===== src/rtl/polygon_edge_rect_clipper_defines.svh =====
// Assertion macros for the polygon edge clipper.
// Included by every RTL file that carries concurrent assertions.
`ifndef POLYGON_EDGE_RECT_CLIPPER_DEFINES_SVH
`define POLYGON_EDGE_RECT_CLIPPER_DEFINES_SVH
`ifndef ASSERT_OFF
// Checked property, switched off while reset is asserted.
`define PERC_ASSERT(name, clk, rstn, prop) \
  name: assert property (@(posedge clk) disable iff (!(rstn)) prop) \
    else $error("assertion failed");
// Checked property that also holds during reset.
`define PERC_ASSERT_ALWAYS(name, clk, prop) \
  name: assert property (@(posedge clk) prop) else $error("assertion failed");
`else
`define PERC_ASSERT(name, clk, rstn, prop)
`define PERC_ASSERT_ALWAYS(name, clk, prop)
`endif
`endif


===== src/rtl/perc_pkg.sv =====
// Shared constants for the polygon edge clipper.
// No dependencies; used by perc_isect and polygon_edge_rect_clipper.
package perc_pkg;

  // Coordinate width in bits (signed fixed point, 8 fraction bits by default).
  localparam int CoordBits = 32;

  // Configuration register indexes.
  localparam int CfgIdxBits = 2;
  localparam logic [CfgIdxBits-1:0] RegLeft   = 2'd0;
  localparam logic [CfgIdxBits-1:0] RegTop    = 2'd1;
  localparam logic [CfgIdxBits-1:0] RegRight  = 2'd2;
  localparam logic [CfgIdxBits-1:0] RegBottom = 2'd3;

  // Point kind codes.
  localparam logic KindMove = 1'b0;
  localparam logic KindLine = 1'b1;

endpackage


===== src/rtl/polygon_edge_rect_clipper.sv =====
// Polygon edge clipper against a rectangle, top level with its sequencer.
// Depends on perc_pkg and perc_isect.
//
// A line item runs from the current point to the new point and yields zero to
// three clipped segments; a move or an edge with a null end yields none. One
// item is taken at a time: in_stall_o stays high until the last segment has
// been placed in the output register. Each crossing goes through the single
// shared intersection unit, which at 32 bits runs a 33-step multiply, a
// 66-step divide and a final add and saturate; an edge needs up to four
// crossings.
`include "polygon_edge_rect_clipper_defines.svh"
module polygon_edge_rect_clipper import perc_pkg::*; #(
  parameter int CoordW = CoordBits
) (
  input  logic                     clk_i,
  input  logic                     rst_ni,
  // Point items
  input  logic                     in_valid_i,
  output logic                     in_stall_o,
  input  logic                     kind_i,
  input  logic signed [CoordW-1:0] point_x_i,
  input  logic signed [CoordW-1:0] point_y_i,
  input  logic                     point_null_i,
  // Segment items
  output logic                     out_valid_o,
  input  logic                     out_stall_i,
  output logic signed [CoordW-1:0] seg_start_x_o,
  output logic signed [CoordW-1:0] seg_start_y_o,
  output logic signed [CoordW-1:0] seg_end_x_o,
  output logic signed [CoordW-1:0] seg_end_y_o,
  output logic                     seg_last_o,
  // Configuration writes
  input  logic                     cfg_valid_i,
  output logic                     cfg_ready_o,
  input  logic [CfgIdxBits-1:0]    cfg_index_i,
  input  logic [CoordW-1:0]        cfg_data_i
);

  localparam logic [3:0] StIdle  = 4'd0;
  localparam logic [3:0] StY1    = 4'd1;
  localparam logic [3:0] StY1B   = 4'd2;
  localparam logic [3:0] StY2    = 4'd3;
  localparam logic [3:0] StY2B   = 4'd4;
  localparam logic [3:0] StX     = 4'd5;
  localparam logic [3:0] StA1    = 4'd6;
  localparam logic [3:0] StA2    = 4'd7;
  localparam logic [3:0] StA3    = 4'd8;
  localparam logic [3:0] StA4    = 4'd9;
  localparam logic [3:0] StA5    = 4'd10;
  localparam logic [3:0] StB1    = 4'd11;
  localparam logic [3:0] StB2    = 4'd12;
  localparam logic [3:0] StIsect = 4'd13;
  localparam logic [3:0] StEmit  = 4'd14;

  typedef logic signed [CoordW-1:0] coord_t;

  logic [3:0] state_q, state_d, ret_q, ret_d;
  coord_t left_q, top_q, right_q, bottom_q;
  coord_t cur_x_q, cur_y_q;
  logic   cur_null_q;
  coord_t x1_q, y1_q, x2_q, y2_q, x1_d, y1_d, x2_d, y2_d;
  coord_t e_q, e_d, near_q, near_d, far_q, far_d, ya_q, ya_d, yb_q, yb_d;
  logic   across_q, across_d;
  coord_t psx_q, psy_q, pex_q, pey_q, psx_d, psy_d, pex_d, pey_d;
  logic   plast_q, plast_d;
  logic   out_valid_q, out_valid_d;
  coord_t osx_q, osy_q, oex_q, oey_q;
  logic   olast_q;
  logic   load_out;

  logic   iu_start, iu_done;
  coord_t iu_a1, iu_b1, iu_a2, iu_b2, iu_e, iu_res;

  logic in_acc;
  logic x1_lo, x1_hi, x2_lo, x2_hi;

  assign in_acc      = in_valid_i && !in_stall_o;
  assign in_stall_o  = (state_q != StIdle);
  assign cfg_ready_o = 1'b1;
  assign x1_lo = x1_q < left_q;
  assign x1_hi = x1_q > right_q;
  assign x2_lo = x2_q < left_q;
  assign x2_hi = x2_q > right_q;
  assign load_out = (state_q == StEmit) && (!out_valid_q || !out_stall_i);

  perc_isect #(.CoordW(CoordW)) u_isect (
    .clk_i   (clk_i),
    .rst_ni  (rst_ni),
    .start_i (iu_start),
    .a1_i    (iu_a1),
    .b1_i    (iu_b1),
    .a2_i    (iu_a2),
    .b2_i    (iu_b2),
    .e_i     (iu_e),
    .done_o  (iu_done),
    .res_o   (iu_res)
  );

  // Edge sequencer: clip in y, then in x, queueing segments one at a time.
  always_comb begin
    state_d = state_q;
    ret_d = ret_q;
    x1_d = x1_q; y1_d = y1_q; x2_d = x2_q; y2_d = y2_q;
    e_d = e_q; near_d = near_q; far_d = far_q; ya_d = ya_q; yb_d = yb_q;
    across_d = across_q;
    psx_d = psx_q; psy_d = psy_q; pex_d = pex_q; pey_d = pey_q; plast_d = plast_q;
    iu_start = 1'b0;
    iu_a1 = x1_q; iu_b1 = y1_q; iu_a2 = x2_q; iu_b2 = y2_q; iu_e = e_q;
    unique case (state_q)
      StIdle: begin
        if (in_acc && kind_i == KindLine && !cur_null_q && !point_null_i) begin
          x1_d = cur_x_q; y1_d = cur_y_q; x2_d = point_x_i; y2_d = point_y_i;
          state_d = StY1;
        end
      end
      StY1: begin
        if (y1_q < top_q) begin
          if (y2_q < top_q) begin
            state_d = StIdle;
          end else begin
            iu_start = 1'b1; iu_e = top_q; e_d = top_q;
            ret_d = StY1B; state_d = StIsect;
          end
        end else if (y1_q > bottom_q) begin
          if (y2_q > bottom_q) begin
            state_d = StIdle;
          end else begin
            iu_start = 1'b1; iu_e = bottom_q; e_d = bottom_q;
            ret_d = StY1B; state_d = StIsect;
          end
        end else begin
          state_d = StY2;
        end
      end
      StY1B: begin
        x1_d = iu_res; y1_d = e_q; state_d = StY2;
      end
      StY2: begin
        if (y2_q < top_q) begin
          iu_start = 1'b1; iu_e = top_q; e_d = top_q;
          ret_d = StY2B; state_d = StIsect;
        end else if (y2_q > bottom_q) begin
          iu_start = 1'b1; iu_e = bottom_q; e_d = bottom_q;
          ret_d = StY2B; state_d = StIsect;
        end else begin
          state_d = StX;
        end
      end
      StY2B: begin
        x2_d = iu_res; y2_d = e_q; state_d = StX;
      end
      StX: begin
        iu_a1 = y1_q; iu_b1 = x1_q; iu_a2 = y2_q; iu_b2 = x2_q;
        if (x1_lo || x1_hi) begin
          near_d = x1_lo ? left_q : right_q;
          far_d = x1_lo ? right_q : left_q;
          across_d = x1_lo ? x2_hi : x2_lo;
          if (x1_lo ? x2_lo : x2_hi) begin
            psx_d = near_d; psy_d = y1_q; pex_d = near_d; pey_d = y2_q; plast_d = 1'b1;
            ret_d = StIdle; state_d = StEmit;
          end else begin
            iu_start = 1'b1; iu_e = near_d;
            ret_d = StA1; state_d = StIsect;
          end
        end else if (x2_lo || x2_hi) begin
          near_d = x2_lo ? left_q : right_q;
          iu_start = 1'b1; iu_e = near_d;
          ret_d = StB1; state_d = StIsect;
        end else begin
          psx_d = x1_q; psy_d = y1_q; pex_d = x2_q; pey_d = y2_q; plast_d = 1'b1;
          ret_d = StIdle; state_d = StEmit;
        end
      end
      StA1: begin
        ya_d = iu_res;
        psx_d = near_q; psy_d = y1_q; pex_d = near_q; pey_d = iu_res; plast_d = 1'b0;
        ret_d = across_q ? StA2 : StA3; state_d = StEmit;
      end
      StA2: begin
        iu_a1 = y1_q; iu_b1 = x1_q; iu_a2 = y2_q; iu_b2 = x2_q; iu_e = far_q;
        iu_start = 1'b1;
        ret_d = StA4; state_d = StIsect;
      end
      StA3: begin
        psx_d = near_q; psy_d = ya_q; pex_d = x2_q; pey_d = y2_q; plast_d = 1'b1;
        ret_d = StIdle; state_d = StEmit;
      end
      StA4: begin
        yb_d = iu_res;
        psx_d = near_q; psy_d = ya_q; pex_d = far_q; pey_d = iu_res; plast_d = 1'b0;
        ret_d = StA5; state_d = StEmit;
      end
      StA5: begin
        psx_d = far_q; psy_d = yb_q; pex_d = far_q; pey_d = y2_q; plast_d = 1'b1;
        ret_d = StIdle; state_d = StEmit;
      end
      StB1: begin
        ya_d = iu_res;
        psx_d = x1_q; psy_d = y1_q; pex_d = near_q; pey_d = iu_res; plast_d = 1'b0;
        ret_d = StB2; state_d = StEmit;
      end
      StB2: begin
        psx_d = near_q; psy_d = ya_q; pex_d = near_q; pey_d = y2_q; plast_d = 1'b1;
        ret_d = StIdle; state_d = StEmit;
      end
      StIsect: begin
        if (iu_done) begin
          state_d = ret_q;
        end
      end
      StEmit: begin
        if (load_out) begin
          state_d = ret_q;
        end
      end
      default: state_d = StIdle;
    endcase
  end

  // Output register: filled from the pending segment, cleared when taken.
  always_comb begin
    out_valid_d = out_valid_q;
    if (out_valid_q && !out_stall_i) begin
      out_valid_d = 1'b0;
    end
    if (load_out) begin
      out_valid_d = 1'b1;
    end
  end

  always_ff @(posedge clk_i or negedge rst_ni) begin
    if (!rst_ni) begin
      state_q     <= StIdle;
      ret_q       <= StIdle;
      out_valid_q <= 1'b0;
      left_q      <= '0;
      top_q       <= '0;
      right_q     <= '0;
      bottom_q    <= '0;
      cur_x_q     <= '0;
      cur_y_q     <= '0;
      cur_null_q  <= 1'b0;
    end else begin
      state_q     <= state_d;
      ret_q       <= ret_d;
      out_valid_q <= out_valid_d;
      if (cfg_valid_i && cfg_ready_o) begin
        unique case (cfg_index_i)
          RegLeft:   left_q   <= cfg_data_i;
          RegTop:    top_q    <= cfg_data_i;
          RegRight:  right_q  <= cfg_data_i;
          RegBottom: bottom_q <= cfg_data_i;
          default: ;
        endcase
      end
      if (in_acc) begin
        cur_x_q    <= point_x_i;
        cur_y_q    <= point_y_i;
        cur_null_q <= point_null_i;
      end
    end
  end

  // Working coordinates and the pending segment.
  always_ff @(posedge clk_i) begin
    x1_q <= x1_d; y1_q <= y1_d; x2_q <= x2_d; y2_q <= y2_d;
    e_q <= e_d; near_q <= near_d; far_q <= far_d; ya_q <= ya_d; yb_q <= yb_d;
    across_q <= across_d;
    psx_q <= psx_d; psy_q <= psy_d; pex_q <= pex_d; pey_q <= pey_d; plast_q <= plast_d;
    if (load_out) begin
      osx_q <= psx_q; osy_q <= psy_q; oex_q <= pex_q; oey_q <= pey_q;
      olast_q <= plast_q;
    end
  end

  assign out_valid_o   = out_valid_q;
  assign seg_start_x_o = osx_q;
  assign seg_start_y_o = osy_q;
  assign seg_end_x_o   = oex_q;
  assign seg_end_y_o   = oey_q;
  assign seg_last_o    = olast_q;

  // The unit reports completion only while the sequencer waits for it.
  `PERC_ASSERT(a_done_in_wait, clk_i, rst_ni, iu_done |-> state_q == StIsect)
  // A segment leaving the sequencer lands in the output register.
  `PERC_ASSERT(a_emit_loads, clk_i, rst_ni, load_out |=> out_valid_q)
  // A drawable line item starts the y clipping step.
  `PERC_ASSERT(a_line_starts, clk_i, rst_ni,
    (in_acc && kind_i == KindLine && !cur_null_q && !point_null_i) |=> state_q == StY1)
  // The sequencer only starts the unit while it is free.
  `PERC_ASSERT(a_no_restart, clk_i, rst_ni, iu_start |=> !iu_start)

endmodule


===== src/rtl/perc_isect.sv =====
// Iterative intersection unit: a1 + (a2 - a1) * (e - b1) / (b2 - b1).
// Shift-add multiply, then restoring divide, one bit per cycle. Uses perc_pkg.
`include "polygon_edge_rect_clipper_defines.svh"
module perc_isect import perc_pkg::*; #(
  parameter int CoordW = CoordBits
) (
  input  logic                     clk_i,
  input  logic                     rst_ni,
  input  logic                     start_i,
  input  logic signed [CoordW-1:0] a1_i,
  input  logic signed [CoordW-1:0] b1_i,
  input  logic signed [CoordW-1:0] a2_i,
  input  logic signed [CoordW-1:0] b2_i,
  input  logic signed [CoordW-1:0] e_i,
  output logic                     done_o,
  output logic signed [CoordW-1:0] res_o
);

  localparam int DW = CoordW + 1;      // difference width
  localparam int PW = 2 * DW;          // product and quotient width
  localparam int RW = CoordW + 2;      // remainder width
  localparam int NW = $clog2(PW + 1);  // step counter width
  localparam int SW = PW + 2;          // final sum width

  localparam logic [1:0] UIdle = 2'd0;
  localparam logic [1:0] UMul  = 2'd1;
  localparam logic [1:0] UDiv  = 2'd2;
  localparam logic [1:0] UFin  = 2'd3;

  logic [1:0]              state_q, state_d;
  logic [NW-1:0]           cnt_q, cnt_d;
  logic [PW-1:0]           prod_q, prod_d;
  logic [DW-1:0]           mcand_q, mcand_d;
  logic [DW-1:0]           div_q, div_d;
  logic [RW-1:0]           rem_q, rem_d;
  logic signed [CoordW-1:0] a1_q, a1_d;
  logic                    neg_q, neg_d;
  logic                    zero_q, zero_d;
  logic signed [CoordW-1:0] res_q, res_d;
  logic                    done_q, done_d;

  logic signed [DW-1:0] da, de, db;
  logic [DW:0]          msum;
  logic [RW-1:0]        shifted;
  logic                 take;
  logic signed [SW-1:0] sum;
  logic                 ovf;

  function automatic logic [DW-1:0] mag(input logic signed [DW-1:0] v);
    mag = v[DW-1] ? DW'(-v) : DW'(v);
  endfunction

  always_comb begin
    da = DW'(a2_i) - DW'(a1_i);
    de = DW'(e_i) - DW'(b1_i);
    db = DW'(b2_i) - DW'(b1_i);
    msum = {1'b0, prod_q[PW-1:DW]} + (prod_q[0] ? {1'b0, mcand_q} : '0);
    shifted = {rem_q[RW-2:0], prod_q[PW-1]};
    take = shifted >= {1'b0, div_q};
    if (neg_q) begin
      sum = SW'(a1_q) - $signed({2'b00, prod_q});
    end else begin
      sum = SW'(a1_q) + $signed({2'b00, prod_q});
    end
    ovf = !((&sum[SW-1:CoordW-1]) || !(|sum[SW-1:CoordW-1]));
  end

  // Sequencer: multiply, divide, then add and saturate.
  always_comb begin
    state_d = state_q;
    cnt_d   = cnt_q;
    prod_d  = prod_q;
    mcand_d = mcand_q;
    div_d   = div_q;
    rem_d   = rem_q;
    a1_d    = a1_q;
    neg_d   = neg_q;
    zero_d  = zero_q;
    res_d   = res_q;
    done_d  = 1'b0;
    unique case (state_q)
      UIdle: begin
        if (start_i) begin
          a1_d    = a1_i;
          neg_d   = (da[DW-1] ^ de[DW-1]) ^ db[DW-1];
          zero_d  = (db == '0);
          mcand_d = mag(da);
          div_d   = mag(db);
          prod_d  = {{DW{1'b0}}, mag(de)};
          cnt_d   = '0;
          state_d = (db == '0) ? UFin : UMul;
        end
      end
      UMul: begin
        prod_d = {msum, prod_q[DW-1:1]};
        cnt_d  = cnt_q + 1'b1;
        if (cnt_q == NW'(DW - 1)) begin
          cnt_d   = '0;
          rem_d   = '0;
          state_d = UDiv;
        end
      end
      UDiv: begin
        rem_d  = take ? (shifted - {1'b0, div_q}) : shifted;
        prod_d = {prod_q[PW-2:0], take};
        cnt_d  = cnt_q + 1'b1;
        if (cnt_q == NW'(PW - 1)) begin
          state_d = UFin;
        end
      end
      UFin: begin
        if (zero_q) begin
          res_d = a1_q;
        end else if (ovf) begin
          res_d = sum[SW-1] ? {1'b1, {(CoordW-1){1'b0}}} : {1'b0, {(CoordW-1){1'b1}}};
        end else begin
          res_d = sum[CoordW-1:0];
        end
        done_d  = 1'b1;
        state_d = UIdle;
      end
      default: state_d = UIdle;
    endcase
  end

  always_ff @(posedge clk_i or negedge rst_ni) begin
    if (!rst_ni) begin
      state_q <= UIdle;
      cnt_q   <= '0;
      done_q  <= 1'b0;
    end else begin
      state_q <= state_d;
      cnt_q   <= cnt_d;
      done_q  <= done_d;
    end
  end

  always_ff @(posedge clk_i) begin
    prod_q  <= prod_d;
    mcand_q <= mcand_d;
    div_q   <= div_d;
    rem_q   <= rem_d;
    a1_q    <= a1_d;
    neg_q   <= neg_d;
    zero_q  <= zero_d;
    res_q   <= res_d;
  end

  assign done_o = done_q;
  assign res_o  = res_q;

  // A new operation only starts on an idle unit.
  `PERC_ASSERT(a_start_idle, clk_i, rst_ni, start_i |-> state_q == UIdle)
  // Completion is a single-cycle pulse.
  `PERC_ASSERT(a_done_pulse, clk_i, rst_ni, done_o |=> !done_o)
  // Completion follows the final step.
  `PERC_ASSERT(a_done_after_fin, clk_i, rst_ni, done_o |-> $past(state_q) == UFin)

endmodule


===== config.mk =====
export PLATFORM = sky130hd
export DESIGN_NAME = polygon_edge_rect_clipper
export DESIGN_NICKNAME = d
export VERILOG_FILES = /design/src/rtl/perc_pkg.sv /design/src/rtl/polygon_edge_rect_clipper.sv /design/src/rtl/perc_isect.sv
export VERILOG_INCLUDE_DIRS = /design/src /design/src/rtl
export SDC_FILE = /design/constraint.sdc
export NUM_CORES = 2
export LEC_CHECK = 0
export BUFFER_PORTS_ARGS = -buffer_cell sky130_fd_sc_hd__buf_2
export CAP_MARGIN = 20
export CORE_UTILIZATION = 45
export CTS_CLUSTER_SIZE = 16
export DETAILED_ROUTE_END_ITERATION = 16
export GPL_TIMING_DRIVEN = 0
export HOLD_SLACK_MARGIN = 0.06
export SYNTH_ARGS = -nofsm -noshare
export SYNTH_HDL_FRONTEND = slang
export SYNTH_SLANG_ARGS = --single-unit

===== constraint.sdc =====
create_clock -name clk_i -period 23.7 [get_ports clk_i]
set_input_delay 3.555 -clock clk_i [delete_from_list [all_inputs] [get_ports clk_i]]
set_output_delay 3.555 -clock clk_i [all_outputs]
set_load 0.05 [all_outputs]

==> flow_metrics.py <==
metrics = {
    "clocking": {
        "cts-buffers-inserted": 113,
        "cts_sinks": 990,
        "path_clk_slew_ps": 70,
        "postCtsSetupBuffers": 0,
        "h-tree-depth": 3,
        "clock-root-buffer": "clkbuf_16",
        "cts_hold_buffers": 0,
        "cts_tree": "done",
        "post_cts_resized": 0,
        "clock_latency_ps": 790,
        "clk_path_buf_depth": 3,
    },
    "critical_path": {
        "critPathLaunch": "x1_q[17]",
        "required_ps": 24170,
        "startpoint_type": "flip-flop",
        "crit_end": "u_isect.prod_q[31]",
        "critPathMaxFanout": 10,
        "r2r-end": "u_isect.prod_q[31]",
        "critical_path_class": "reg2reg",
        "max_stage_delay_ps": 1050,
        "crit_slowest_cell": "a2111oi_0",
        "crit_buf_inv": 2,
        "r2r_setup_slack_ps": 13090,
        "crit_cells": 27,
        "r2r-start": "x1_q[17]",
        "rr_worst_depth": 27,
        "worstPathArrival_ps": 11080,
        "worst_setup_path_end_kind": "flip-flop",
        "cp_top_family": "compound AO/OA/AOI/OAI gates",
        "cpMostUsedCell": "a21o_1",
    },
    "detailed_routing": {
        "ant_nets": 0,
        "dr.pass1.iters": 9,
        "vias": 57879,
        "drtIter0Drc": 7726,
        "wire_per_inst_microns": 31.6,
        "drc": 0,
        "avgViaCountPerCell": 6.57,
        "wl_mm": 278,
    },
    "yosys": {
        "syn_area_per_cell_sq_um": 10.4,
        "synth_commonest_cells": "778 x edfxtp_1, 552 x o21ai_0, 494 x ha_1",
        "synthesis.area_sq_um": 66200,
        "ys_seq_area_frac": 0.433,
        "synth_seq_cells": 990,
        "synthArstFlopShare": 0.214,
        "yosys-top-cells-area": "edfxtp_1 35%, ha_1 9.3%, dfrtp_1 8.0%, mux2_2 7.2%, o21ai_0 4.2%",
        "synthFlopType": "edfxtp_1",
        "synth_nets": 6995,
        "yosysMostFrequentCell": "edfxtp_1",
        "syn_inst": 6390,
        "yosysWarnings": 0,
        "synth_top_cell_by_area": "edfxtp_1",
        "synthDistinctLibCells": 108,
        "yosysTopAreaCellShare": 0.353,
        "synth_edf_count": 778,
    },
    "placement": {
        "portBuffers": 235,
        "hpwl_mm": 220,
        "place_congestion": 0.999,
        "placed_cell_area_sq_um": 70600,
    },
    "die": {
        "core_sq_um": 146000,
        "dieArea_sq_um": 149000,
        "dieHeight_microns": 386,
        "initial_core_util": 0.454,
        "rows": 140,
        "die_w_microns": 386,
        "design.portCount": 237,
    },
    "grt": {
        "gr-total-overflow": 0,
        "grt_usage": 0.366,
        "grt_pass1_wl_mm": 390,
        "grt_max_degree": 104,
        "antenna_found_initial": 23,
        "grt_pass1_vias": 53201,
    },
    "power_and_ir_drop": {
        "vdd_drop_max_mv": 0.103,
        "p_per_area_nw_per_um2": 174,
        "finalPower_mw": 13.0,
        "power.leakage_nw": 29.3,
    },
    "finish": {
        "final_nets": 7387,
        "area_delta_synth_final_pct": 12.6,
        "layout-drive-gt1-share": 0.142,
        "utilization": 0.511,
        "design_area_sq_um": 74600,
    },
    "sta": {
        "min_period_ps": 10610,
        "maxSlewHeadroom": 0.105,
        "hold_viol": 0,
        "finalMaxSlewViolations": 0,
        "period_share": 0.448,
        "finalClockSkew_ps": 70.3,
        "rsz0062_at_grt": "false",
        "tightest_slew_ps": 1340,
        "max_freq_ghz": 0.0943,
        "tns_ps": 0,
        "setup-violations-final": 0,
    },
    "run_status": {
        "status": "complete, no violations",
    },
    "job": {
        "max-cap-violations": 0,
    },
    "hold_path": {
        "hp-class": "reg2reg",
    },
}
cells by family (layout without fill, tap and decap cells):
kind of cell	after synthesis	after routing	share of synthesized area
AOI/OAI and AO/OA	1994	1994	0.201
xor gates and xnor gates	333	333	0.0444
adders and majority gates	502	502	0.0954
buffers and inverters	625	1116	0.0362
DFF	990	990	0.433
muxes	502	502	0.0838
other	1	14	0.0000566
and+or+nand+nor	1443	1443	0.106
layer usage:
layer,share of wire,vias up,GRT usage
met2,0.41,3308,0.520
li1,-,25312,-
met1,0.44,28788,0.539
met5,0.00028,-,0
met4,0.035,12,0.120
met3,0.11,459,0.0909
layout by cell type (no fill, tap or decap), types with 37 or more instances in the layout:
cell type / synthesis / layout
nand4_1: 94 / 94
a31oi_1: 51 / 51
nand3_1: 108 / 108
o2111ai_1: 37 / 37
a21o_1: 192 / 192
xnor2_1: 240 / 240
xor2_1: 91 / 91
edfxtp_1: 778 / 778
inv_1: 308 / 307
nand2b_1: 48 / 47
a222oi_1: 65 / 65
nand2_1: 490 / 490
and3_1: 46 / 46
o211ai_1: 68 / 68
a22oi_1: 87 / 87
ha_1: 494 / 493
clkbuf_16: 0 / 116
nor2_1: 298 / 294
o31ai_1: 53 / 53
a211oi_1: 39 / 38
and2_1: 59 / 59
mux2i_1: 79 / 79
buf_2: 3 / 238
o21ai_0: 552 / 551
nor2b_1: 54 / 54
o221ai_1: 75 / 75
a21oi_1: 371 / 369
dfrtp_1: 212 / 212
mux2_2: 423 / 423
clkbuf_1: 271 / 288
a221oi_1: 67 / 67
o21a_1: 64 / 62
nor3_1: 89 / 88
worst min-delay path by stage:
stage / slack (ps) / depth (start not counted) / start / to
floorplan: 400 / 0 / pex_q[0] / seg_end_x_o[0]
global placement: 400 / 0 / psy_q[3] / seg_start_y_o[3]
detailed placement: 400 / 0 / pex_q[1] / seg_end_x_o[1]
CTS: 410 / 0 / pex_q[20] / seg_end_x_o[20]
global route: 420 / 0 / pex_q[20] / seg_end_x_o[20]
finish: 410 / 0 / pex_q[20] / seg_end_x_o[20]
metrics by stage:
stage	hold WS, ps	cells	setup slack (ps)
after global placement	402	8542	3020
after CTS	412	8795	13590
after floorplan	400	6390	9890
after global routing	419	8798	12850
final	408	8811	13090
after detailed placement	405	8581	13650
layout make-up:
class | count | area [sq um]
well taps | 1917 | 2400
diodes | 13 | 32.5
plain buffers | 315 | 1240
fillers | 13262 | 71300
flip-flops and latches | 990 | 28700
multi-input cells | 4775 | 35300
clock buffers | 141 | 3070
inverters | 310 | 1170
clock inverters | 73 | 850
repair buffers | 277 | 1870
registers in the layout, summed over array words and instances, names as in the netlist, 33 cells and up:
| register | cells |
|---|---|
| u_isect.prod_q | 66 |
| u_isect.div_q | 33 |
| u_isect.rem_q | 33 |
| u_isect.mcand_q | 33 |
power breakdown:
part	total (mW)	internal, mW	switching, mW
clock	1.88	1.07	0.809
combinational	7.70	2.59	5.11
sequential	3.43	2.85	0.586
Note: power is estimated with default switching activity, not from simulation.
